<file path="config.mk">
export PLATFORM = sky130hd
export DESIGN_NAME = event_receptor_pool_core
export DESIGN_NICKNAME = d
export VERILOG_FILES = /design/src/sv/erp_pkg.sv /design/src/sv/event_receptor_pool_core.sv /design/src/sv/erp_ctrl.sv /design/src/sv/erp_datapath.sv
export VERILOG_INCLUDE_DIRS = /design/src /design/src/sv
export SDC_FILE = /design/constraint.sdc
export NUM_CORES = 2
export LEC_CHECK = 0
export BUFFER_PORTS_ARGS = -buffer_cell sky130_fd_sc_hd__buf_2
export CORE_UTILIZATION = 30
export CTS_CLUSTER_SIZE = 8
export DETAILED_ROUTE_END_ITERATION = 10
export PLACE_DENSITY = 0.43
export SLEW_MARGIN = 20
export SYNTH_ARGS = -nofsm -noshare
export SYNTH_HDL_FRONTEND = slang
export SYNTH_SLANG_ARGS = --single-unit
</file>
<file path="constraint.sdc">
create_clock -name clk_i -period 8.9 [get_ports clk_i]
set_clock_uncertainty 0.15 [all_clocks]
set_input_delay 0.89 -clock clk_i [delete_from_list [all_inputs] [get_ports clk_i]]
set_output_delay 0.89 -clock clk_i [all_outputs]
set_load 0.05 [all_outputs]
</file>
<file path="src/sv/event_receptor_pool_core_assert.svh">
// Assertion macros shared by the event receptor pool modules.
`ifndef EVENT_RECEPTOR_POOL_CORE_ASSERT_SVH
`define EVENT_RECEPTOR_POOL_CORE_ASSERT_SVH

`ifndef SYNTH
// Clocked check on clk_i, switched off while rst_ni is low.
`define ERP_ASSERT(lbl, prop) \
  lbl: assert property (@(posedge clk_i) disable iff (!rst_ni) (prop)) \
    else $error("event receptor pool assertion failed");
// Clocked check on clk_i that also holds while reset is applied.
`define ERP_ASSERT_ALWAYS(lbl, prop) \
  lbl: assert property (@(posedge clk_i) (prop)) \
    else $error("event receptor pool assertion failed");
`else
`define ERP_ASSERT(lbl, prop)
`define ERP_ASSERT_ALWAYS(lbl, prop)
`endif

`endif

</file>
<file path="src/sv/erp_pkg.sv">
// Types, codes and constants of the event receptor pool.
`default_nettype none

package erp_pkg;

  localparam int unsigned NUM_SLOTS_DEF   = 64;
  localparam int unsigned HANDLE_BITS_DEF = 32;
  localparam int unsigned SLOT_SPAN       = 64;
  localparam logic [6:0]  ACTIVE_RESET    = 7'd64;

  // Waiter word codes; any other value is the handle of a waiting thread.
  localparam int unsigned WORD_EMPTY    = 0;
  localparam int unsigned WORD_SIGNALED = 1;

  localparam logic [2:0] MODE_GET          = 3'd0;
  localparam logic [2:0] MODE_RETURN       = 3'd1;
  localparam logic [2:0] MODE_WAIT         = 3'd2;
  localparam logic [2:0] MODE_SIGNAL       = 3'd3;
  localparam logic [2:0] MODE_SIGNAL_YIELD = 3'd4;

  typedef enum logic [1:0] {
    ST_OK     = 2'd0,
    ST_BLOCK  = 2'd1,
    ST_BUSY   = 2'd2,
    ST_NOFREE = 2'd3
  } status_e;

  typedef enum logic {
    S_IDLE = 1'b0,
    S_EXEC = 1'b1
  } state_e;

  typedef struct packed {
    logic [2:0]  mode;
    logic [5:0]  slot_index;
    logic [31:0] thread_handle;
  } op_t;

  typedef struct packed {
    status_e     status;
    logic [5:0]  granted_slot;
    logic        wake_valid;
    logic [31:0] wake_handle;
    logic        yield_request;
  } res_t;

  typedef struct packed {
    logic load;
    logic exec;
  } ctrl_cmd_t;

endpackage

`default_nettype wire

</file>
<file path="src/sv/event_receptor_pool_core.sv">
// Top level of the event receptor pool: controller and datapath.
// Usage:
// A command word (mode, slot index, thread handle) is taken on op_i at a
// rising clock edge where start is high and busy is low. Each command word
// produces exactly one result word on result_o, shown for one clock cycle
// while done_o is high. The receiver cannot hold results off, so the block
// never waits on the result side.
// done_o is high in the cycle that follows the busy cycle; the result word
// is registered into result_o at the end of the busy cycle.
// The block takes no new command word while one is in work: busy is high
// after each accept, while the waiter word of the addressed
// slot is read from the registered memory port and written back.
// A new command word may be accepted in the same cycle that a result is shown.
// The user must write the active slot count (cfg_we_i, cfg_wdata_i) only while
// the block is idle (unchecked by it); it takes effect for the next command word.
// Reset makes every slot free and every waiter word empty at once, through a
// valid flag per memory word, and sets the active count to 64. The block
// accepts commands in the first cycle after reset is released.
`default_nettype none

module event_receptor_pool_core #(
  parameter int unsigned NUM_SLOTS   = erp_pkg::NUM_SLOTS_DEF,
  parameter int unsigned HANDLE_BITS = erp_pkg::HANDLE_BITS_DEF
) (
  input  logic          clk_i,
  input  logic          rst_ni,
  input  logic          start,
  output logic          busy,
  input  erp_pkg::op_t  op_i,
  input  logic          cfg_we_i,
  input  logic [6:0]    cfg_wdata_i,
  output logic          done_o,
  output erp_pkg::res_t result_o
);
  import erp_pkg::*;

  // Commands from the controller to the datapath.
  ctrl_cmd_t cmd;

  erp_ctrl u_ctrl (
    .clk_i  (clk_i),
    .rst_ni (rst_ni),
    .start_i(start),
    .busy_o (busy),
    .cmd_o  (cmd)
  );

  // The datapath holds the slot flags, the waiter memory, the active count
  // register and the result register.
  erp_datapath #(
    .NUM_SLOTS  (NUM_SLOTS),
    .HANDLE_BITS(HANDLE_BITS)
  ) u_datapath (
    .clk_i      (clk_i),
    .rst_ni     (rst_ni),
    .cmd_i      (cmd),
    .op_i       (op_i),
    .cfg_we_i   (cfg_we_i),
    .cfg_wdata_i(cfg_wdata_i),
    .done_o     (done_o),
    .result_o   (result_o)
  );

endmodule

`default_nettype wire

</file>
<file path="src/sv/erp_ctrl.sv">
// Controller state machine of the event receptor pool.
`default_nettype none
`include "event_receptor_pool_core_assert.svh"

module erp_ctrl (
  input  logic               clk_i,
  input  logic               rst_ni,
  input  logic               start_i,
  output logic               busy_o,
  output erp_pkg::ctrl_cmd_t cmd_o
);
  import erp_pkg::*;

  state_e state_q, state_d;

  always_ff @(posedge clk_i or negedge rst_ni) begin
    if (!rst_ni) begin
      state_q <= S_IDLE;
    end else begin
      state_q <= state_d;
    end
  end

  always_comb begin
    state_d = state_q;
    unique case (state_q)
      S_IDLE: begin
        if (start_i) state_d = S_EXEC;
      end
      S_EXEC: begin
        state_d = S_IDLE;
      end
      default: begin
        state_d = S_IDLE;
      end
    endcase
  end

  always_comb begin
    busy_o     = 1'b0;
    cmd_o.load = 1'b0;
    cmd_o.exec = 1'b0;
    unique case (state_q)
      S_IDLE: begin
        cmd_o.load = start_i;
      end
      S_EXEC: begin
        busy_o     = 1'b1;
        cmd_o.exec = 1'b1;
      end
      default: begin
        busy_o = 1'b0;
      end
    endcase
  end

  `ERP_ASSERT(a_load_then_exec, cmd_o.load |=> cmd_o.exec)
  `ERP_ASSERT(a_exec_single, cmd_o.exec |=> !cmd_o.exec)
  `ERP_ASSERT_ALWAYS(a_load_not_busy, cmd_o.load |-> !busy_o)

endmodule

`default_nettype wire

</file>
<file path="src/sv/erp_datapath.sv">
// Datapath of the event receptor pool: slot flags, waiter memory and result register.
`default_nettype none
`include "event_receptor_pool_core_assert.svh"

module erp_datapath #(
  parameter int unsigned NUM_SLOTS   = erp_pkg::NUM_SLOTS_DEF,
  parameter int unsigned HANDLE_BITS = erp_pkg::HANDLE_BITS_DEF
) (
  input  logic               clk_i,
  input  logic               rst_ni,
  input  erp_pkg::ctrl_cmd_t cmd_i,
  input  erp_pkg::op_t       op_i,
  input  logic               cfg_we_i,
  input  logic [6:0]         cfg_wdata_i,
  output logic               done_o,
  output erp_pkg::res_t      result_o
);
  import erp_pkg::*;

  // Slot indices never reach past the span of the index field.
  localparam int unsigned Depth = (NUM_SLOTS < SLOT_SPAN) ? NUM_SLOTS : SLOT_SPAN;
  localparam int unsigned IdxW  = (Depth > 1) ? $clog2(Depth) : 1;
  localparam logic [6:0]  DepthCount = 7'(Depth);
  localparam logic [HANDLE_BITS-1:0] WordEmpty    = HANDLE_BITS'(WORD_EMPTY);
  localparam logic [HANDLE_BITS-1:0] WordSignaled = HANDLE_BITS'(WORD_SIGNALED);

  logic [6:0]             active_count_q;
  logic [Depth-1:0]       in_use_q, in_use_d;
  logic [Depth-1:0]       word_vld_q;
  logic [HANDLE_BITS-1:0] waiter_mem [Depth];
  logic [HANDLE_BITS-1:0] rdata_q;
  logic                   rvld_q;
  op_t                    op_q;
  res_t                   res_q, res_d;
  logic                   done_q;

  logic [6:0]             count_eff;
  logic [IdxW-1:0]        addr;
  logic [IdxW-1:0]        free_idx;
  logic                   free_found;
  logic                   in_range;
  logic [HANDLE_BITS-1:0] word;
  logic [HANDLE_BITS-1:0] hdl;
  logic                   we;
  logic [IdxW-1:0]        waddr;
  logic [HANDLE_BITS-1:0] wdata;

  always_ff @(posedge clk_i or negedge rst_ni) begin
    if (!rst_ni) begin
      active_count_q <= ACTIVE_RESET;
    end else if (cfg_we_i) begin
      active_count_q <= cfg_wdata_i;
    end
  end

  always_ff @(posedge clk_i) begin
    if (cmd_i.load) begin
      op_q <= op_i;
    end
  end

  // Waiter memory with one registered read port and one write port.
  always_ff @(posedge clk_i) begin
    if (we) begin
      waiter_mem[waddr] <= wdata;
    end
    if (cmd_i.load) begin
      rdata_q <= waiter_mem[op_i.slot_index[IdxW-1:0]];
    end
  end

  // A word never written since reset reads as empty.
  always_ff @(posedge clk_i or negedge rst_ni) begin
    if (!rst_ni) begin
      word_vld_q <= '0;
      rvld_q     <= 1'b0;
      in_use_q   <= '0;
      done_q     <= 1'b0;
    end else begin
      if (we) word_vld_q[waddr] <= 1'b1;
      if (cmd_i.load) rvld_q <= word_vld_q[op_i.slot_index[IdxW-1:0]];
      in_use_q <= in_use_d;
      done_q   <= cmd_i.exec;
    end
  end

  always_ff @(posedge clk_i) begin
    if (cmd_i.exec) begin
      res_q <= res_d;
    end
  end

  assign count_eff = (active_count_q > DepthCount) ? DepthCount : active_count_q;
  assign addr      = op_q.slot_index[IdxW-1:0];
  assign in_range  = {1'b0, op_q.slot_index} < count_eff;
  assign word      = rvld_q ? rdata_q : WordEmpty;
  assign hdl       = HANDLE_BITS'(op_q.thread_handle);

  // Priority encoder: lowest free slot below the active count.
  always_comb begin
    free_found = 1'b0;
    free_idx   = '0;
    for (int i = Depth - 1; i >= 0; i--) begin
      if (!in_use_q[i] && (7'(i) < count_eff)) begin
        free_found = 1'b1;
        free_idx   = IdxW'(i);
      end
    end
  end

  always_comb begin
    res_d         = '0;
    res_d.status  = ST_OK;
    in_use_d      = in_use_q;
    we            = 1'b0;
    waddr         = addr;
    wdata         = WordEmpty;
    if (cmd_i.exec) begin
      case (op_q.mode) inside
        MODE_GET: begin
          if (free_found) begin
            in_use_d[free_idx] = 1'b1;
            we                 = 1'b1;
            waddr              = free_idx;
            res_d.granted_slot = 6'(free_idx);
          end else begin
            res_d.status = ST_NOFREE;
          end
        end
        MODE_RETURN: begin
          if (in_range && in_use_q[addr]) begin
            in_use_d[addr] = 1'b0;
            we             = 1'b1;
          end
        end
        MODE_WAIT: begin
          if (in_range) begin
            if (word == WordSignaled) begin
              we = 1'b1;
            end else if (word != WordEmpty || hdl == WordEmpty || hdl == WordSignaled) begin
              res_d.status = ST_BUSY;
            end else begin
              we           = 1'b1;
              wdata        = hdl;
              res_d.status = ST_BLOCK;
            end
          end
        end
        MODE_SIGNAL, MODE_SIGNAL_YIELD: begin
          if (in_range) begin
            if (word == WordEmpty) begin
              we    = 1'b1;
              wdata = WordSignaled;
            end else if (word != WordSignaled) begin
              we                  = 1'b1;
              res_d.wake_valid    = 1'b1;
              res_d.wake_handle   = 32'(word);
              res_d.yield_request = (op_q.mode == MODE_SIGNAL_YIELD);
            end
          end
        end
        default: begin
          res_d.status = ST_OK;
        end
      endcase
    end
  end

  assign done_o   = done_q;
  assign result_o = res_q;

  `ERP_ASSERT(a_exec_gives_done, cmd_i.exec |=> done_q)
  `ERP_ASSERT(a_wake_is_ok, done_q && res_q.wake_valid |-> res_q.status == ST_OK)
  `ERP_ASSERT(a_yield_needs_wake, done_q && res_q.yield_request |-> res_q.wake_valid)
  `ERP_ASSERT(a_state_only_on_exec, !cmd_i.exec |=> $stable(in_use_q))

endmodule

`default_nettype wire
</file>
# After elaboration in Yosys (flattened, before gate mapping)
# Memory sizes are Yosys's and may differ from the RTL's. A register that Yosys moved wholly into a read port is not among the register bits.
# Cells that the tools add are included.
# totals
register_bits	221
mem_bits_rw	2048
input_bits	52
output_inout_bits	44
wordCells	433
memories	1
# mem_list
memory	words	word_bits	read_ports	rd_clocked_by_memory_dff	write_ports	line_no	text
u_datapath.waiter_mem	64	32	1	1	1	erp_datapath.sv:30	logic [HANDLE_BITS-1:0] waiter_mem [Depth];
# op_classes
order_cmp	73
eq_ne	8
n_mux	184
n_bitwise	8
n_reduce_logical	145
# ops
operator	n
2-to-1 mux 6 bit	67
2-to-1 mux 32 bit	10
2-to-1 mux 64 bit	4
less-than comparator 6 x 7 -> 1 bit (first input constant)	32
bitwise OR 64 bit	2
less-than comparator 5 x 7 -> 1 bit (first input constant)	16
2-to-1 mux 1 bit	88
logical AND 1 bit	68
AND 64 bit	1
== test 32 x 1 -> 1 bit (second input constant)	2
logical NOT 1 bit	64
logical NOT 32 bit	2
NOT 64 bit	1
less-than comparator 4 x 7 -> 1 bit (first input constant)	8
2-to-1 mux 34 bit	1
inequality test 32 x 1 -> 1 bit (second input constant)	1
nonzero test 32 bit	1
less-than comparator 3 x 7 -> 1 bit (first input constant)	4
less-than comparator 6 x 7 -> 1 bit (second input constant)	4
demux 1 bit (select 6 bit)	3
greater-or-equal comparator 6 x 1 -> 1 bit (second input constant)	3
less-than comparator 1 x 7 -> 1 bit (first input constant)	2
less-than comparator 2 x 7 -> 1 bit (first input constant)	2
2-to-1 mux 2 bit	7
18 further kinds	25

# Depth between registers and ports, before layout
# logic_depth
depth_word	76
ltp_mapped	16

# Modules after synthesis
# A second synthesis with hierarchy kept.
# hier_totals
cells_unflattened	4143
area_unflattened_um2	90805.8
# by_module_without_submodules
mod	n_inst	cells_per_inst	area_per_inst_um2	seq_area_each_um2
erp_datapath	1	4139	90752.0	68381.8
erp_ctrl	1	4	53.8	25.0

# Least setup slack after synthesis
# Ideal clock, no wire load.
# synth_path
kind	reg2reg
from	reg u_datapath.active_count_q[1]
to	mem u_datapath.waiter_mem[11][0] (netlist name) (enable)
setup_time_ns	0.502
t_arrival_ns	6.454
slack_ns	1.795
path_stages_with_launch	14
n_path_buf	4
period_less_slack_ns	7.105
cell_sequence	dfrtp_1 buf_2 nor3_2 a21oi_1 o41a_1 or3_1 or4_4 o31a_1 buf_2 mux2i_1 or2_1 buf_2 buf_2 nor4_1
# synth_via
elab_chain_cells	73
word_cells_on_any_way	274
cone_classes	order compare (66); mux (143); reduce/logical (65)
# synth_lines
item	line_no	text
start, declared	erp_datapath.sv:27	logic [6:0] active_count_q;
start signal, assigned	erp_datapath.sv:52	active_count_q <= cfg_wdata_i;
greater-than comparator 7 bit	erp_datapath.sv:93	assign count_eff = (active_count_q > DepthCount) ? DepthCount : active_count_q;
2-to-1 mux 7 bit *	erp_datapath.sv:93	
less-than comparator 6 x 7 -> 1 bit	erp_datapath.sv:104	if (!in_use_q[i] && (7'(i) < count_eff)) begin
logical AND 1 bit	erp_datapath.sv:104	
2-to-1 mux 1 bit (64 in series)	erp_datapath.sv:104	
2-to-1 mux 1 bit	erp_datapath.sv:121	if (free_found) begin
2-to-1 mux 1 bit	erp_datapath.sv:119	case (op_q.mode) inside
2-to-1 mux 1 bit	erp_datapath.sv:118	if (cmd_i.exec) begin
2-to-1 mux 1 bit	erp_datapath.sv:64	if (we) begin
2-to-1 mux 1 bit (implied by the code)	erp_datapath.sv:65	waiter_mem[waddr] <= wdata;
end, declared	erp_datapath.sv:30	
# Every way passes the cells marked *; elsewhere a longest branch is shown, timed or not.

# Worst setup path after layout
# layout_path
from	reg u_datapath.active_count_q[3]
to	mem u_datapath.waiter_mem[32][23] (netlist name) (enable)
# Same word-level chain as after synthesis.

==> results.md <==
- Status: completed
- Min Tclk post-route: 6.34 ns
- Fraction of layout cells with a size suffix above 1: about a third
- CTS tree: built
- Hold Fails Final Rpt: 0
- Slew Limit Fails: 0
- Vias after detailed routing: ~45k
- # setup viols final: 0
- Clk sink count: around 2.3k
- CTS Buf Count: 330
- Synth Cell Area: between 90000 and 100000 sq um
- Crit path DAT: 6.67 ns
- Element type at the critical path start: flip-flop
- Setup crit end kind: flip-flop
- HP Class: in2reg
- Leakage: a little under 30 nW
- Fillcell total: around 28k
- Clk root buf: clkbuf_16
- Initial antenna violation count: 17
- H-tree levels: 5
- Vias in the first global route: about 47k
- Clock Pin Slew Worst Setup and Hold Paths: around 0.050 ns
- Post-synthesis area per instance: ~22 sq um
- Largest net degree at the start of global routing: a little under 90
- Dpl ws: ~2.3 ns
- Top_reg_cell synth: edfxtp_1
- Seq cells post-synth: 2301
- Setup TNS: 0 ns
- Full die area: approximately 310000 sq um
- Area grow syn2layout: 16.9%
- Power Dens Cells: ~230 nW/um^2
- Seq/Total Area, Yosys: 74.9%
- Die Width: around 550 um
- Final std cells w/o fill: between 8k and 9k
- Core area: 303000 sq um
- Library cells used by synthesis: 94
- Reg2Reg Setup Slack: 2.56 ns
- Congestion Overflow GR: 0
- Row count: 202
- Max clock buf depth: 4
- Port bufs: 95
- Clk_lat worst skew: between 0.8 and 0.9 ns
- I/O Pins: 96
- Yosys top cell area share: a little under three quarters
- Kind of critical path: reg2reg
- Cells after Synth: roughly 4.2k
- Initial drt markers: between 3k and 4k
- Total wire length: 270000 um
- Worst-margin pin slew: around 1.1 ns
- Slew margin rel.: around a quarter
- Async set-or-reset flop fraction in the synthesized netlist: under 10%
- DR pass1 iterations: 7
- Number of flops mapped to enable cells by yosys: approximately 2.2k
- DIE HEIGHT: about 550 um
- GRT Total Usage: about 17%
- DP HPWL: 149000 um
- Max Clk Rate: roughly 160 MHz
- First-pass GRT wire length: approximately 380000 um
- Maximum capacitance violations: 0
- Post-route ant nets: 0
- Area contributors post-synth: edfxtp_1 71%, mux4_2 17%, dfrtp_1 3.8%
- Footprint of the multi-input gates: approximately 22000 sq um
- Final Cell Area: around 110000 sq um
- Top cell type by total area after synthesis: edfxtp_1
- Syn nets: between 4k and 5k
- Number of vias per cell: approximately 5.2
- Placed Cells: 8181
- Reg-to-reg endpoint: u_datapath.waiter_mem[32][23]$_DFFE_PP_
- R2R cell count: 10
- Sequential Area: a little under 70000 sq um
- DRC viols: 0
- Final worst setup slack: around 2.6 ns
- RSZ-0062 raised after global routing: no
- Starting density of the core: 30.2%
- WP data required: ~9.2 ns
- CP Max Fanout: 33
- End point of the critical path: u_datapath.waiter_mem[32][23]$_DFFE_PP_
- Reg-to-reg startpoint: u_datapath.active_count_q[3]$_DFFE_PN0P_
- Critical Path Source: u_datapath.active_count_q[3]$_DFFE_PN0P_
- GPL Wtd Cong: roughly 0.86
- WL/cell: about 31 um
- Total placed instance area: a little under 100000 sq um
- Total Power: 0.0242 W
- Final nets: 4619
- Post-CTS setup buffer count: 0
- Count of cells resized by post-cts repair: 0
- Crit share post-route: 71.3%
- Synth Warn #: 0
- Peak supply drop: about 0.00013 V
critical path: stages, from the launching register on:
cell	delay (ns)
dfrtp_1	0.91
nor4bb_2	0.76
a21oi_1	0.25
o41a_1	0.52
inv_1	0.12
nand4b_1	0.34
o31a_1	0.58
mux2i_1	0.37
nand2b_4	0.43
nor3_2	0.87
buf_4	0.59
worst min-delay path by stage:
| stage | from | to | slack (ns) | depth (start not counted) |
|---|---|---|---|---|
| floorplan | u_datapath.word_vld_q[15]$_DFFE_PN0N_ | u_datapath.word_vld_q[15]$_DFFE_PN0N_ | 0.28 | 2 |
| global placement | u_datapath.word_vld_q[63]$_DFFE_PN0N_ | u_datapath.word_vld_q[63]$_DFFE_PN0N_ | 0.29 | 2 |
| detailed placement | u_datapath.word_vld_q[57]$_DFFE_PN0N_ | u_datapath.word_vld_q[57]$_DFFE_PN0N_ | 0.29 | 2 |
| CTS | op_i[3] | u_datapath.hdl[3]$_DFFE_PP_ | 0.0006 | 1 |
| global route | op_i[21] | u_datapath.hdl[21]$_DFFE_PP_ | 0.03 | 1 |
| finish | op_i[3] | u_datapath.hdl[3]$_DFFE_PP_ | 0.08 | 1 |
synthesized netlist by cell type, types with 8 or more instances:
cell      number
o21ai_0      155
o31ai_1       34
mux2_2        15
o211ai_1       9
mux4_2       690
or3_1         15
o41ai_2       24
clkbuf_1     151
nor4_1        39
o31ai_2       20
nor3_1        58
dfrtp_1      137
nor2_1        48
nand2b_1      24
nor4_2         8
nor2b_1       13
buf_1         55
a211oi_1      13
buf_6          8
o221ai_1      11
mux2i_1       11
o41ai_1       11
buf_2         35
a31oi_1       15
inv_1         87
nand4_1       10
a21oi_1       41
and2_1        67
nand2_1       52
edfxtp_1    2163
a21o_1        11
nand3_1       17
per-stage QoR:
stage,util (%),hold slack (ns)
after floorplan,-,0.276
after global placement,32.2,0.288
after detailed placement,32.2,0.291
after CTS,35.2,0.000599
after global routing,35.2,0.0337
final,35.2,0.0774
kinds of logic (layout without fill, tap and decap cells):
kind of cell / count (synthesis) / in the layout / synth area share (%)
flops: 2301 / 2301 / 74.9
mux: 716 / 716 / 17.3
compound gates: 442 / 442 / 3.59
simple gates: 400 / 400 / 2.56
buf+inv: 340 / 754 / 1.53
fa+ha+maj: 6 / 6 / 0.0795
other cells: 0 / 16 / 0
power breakdown:
group | internal [W] | total (W) | switching [W]
Combinational | 0.000402 | 0.00110 | 0.000694
Sequential | 0.0119 | 0.0119 | 0.0000804
Clock | 0.00671 | 0.0111 | 0.00442
Total | 0.0190 | 0.0242 | 0.00519
what timing repair did:
item                                    4_1_cts  5_1_grt
hold buffers                                 27        0
endpoints found under the setup margin        0        0
endpoints found under the hold margin        99        0
flip-flops by register name, summed over array words and instances (netlist names):
register	cells
u_ctrl.state_q	1
u_datapath.active_count_q	7
u_datapath.addr	6
u_datapath.done_o	1
u_datapath.hdl	32
u_datapath.in_use_q	64
u_datapath.op_q	3
u_datapath.rdata_q	32
u_datapath.result_o	42
u_datapath.rvld_q	1
u_datapath.waiter_mem	2048
u_datapath.word_vld_q	64
layer usage:
layer | GRT usage (%) | up-vias | part of all wire (%)
met5 | 0 | - | 0.011
met4 | 5.55 | 4 | 2.7
met3 | 3.03 | 358 | 5.2
met2 | 28.7 | 1369 | 49
met1 | 23.4 | 24600 | 43
li1 | - | 18500 | -
placed cells by master (no fill, tap or decap), types with 12 or more instances in the layout:
master            n
a31oi_1          13
dfrtp_1         136
a211oi_1         12
or3_1            15
nor3_2           36
mux4_2          690
nor4_2           27
mux2_2           15
nor2b_1          12
buf_4           147
nand3_1          17
clkbuf_1         34
clkbuf_16       338
o21ai_0         155
dlygate4sd3_1    27
diode_2          16
o41ai_2          24
and2_2           31
o31ai_2          21
nor3_1           25
buf_2            89
nand2_1          52
nand2b_1         23
inv_1            87
o31ai_1          33
a21oi_1          41
and2_1           36
edfxtp_1       2163
nor2_1           47
nor4_1           13
final cells by class:
class	count	share of cell area, %
Antenna cell	16	0.0375
Clock buffer	372	8.05
Clock inverter	17	0.216
Inverter	87	0.306
Multi-Input combinational cell	1564	20.7
Sequential cell	2301	64.1
Tap cell	3978	4.66
Timing Repair Buffer	278	1.96
(Power assumes the default switching activity.)
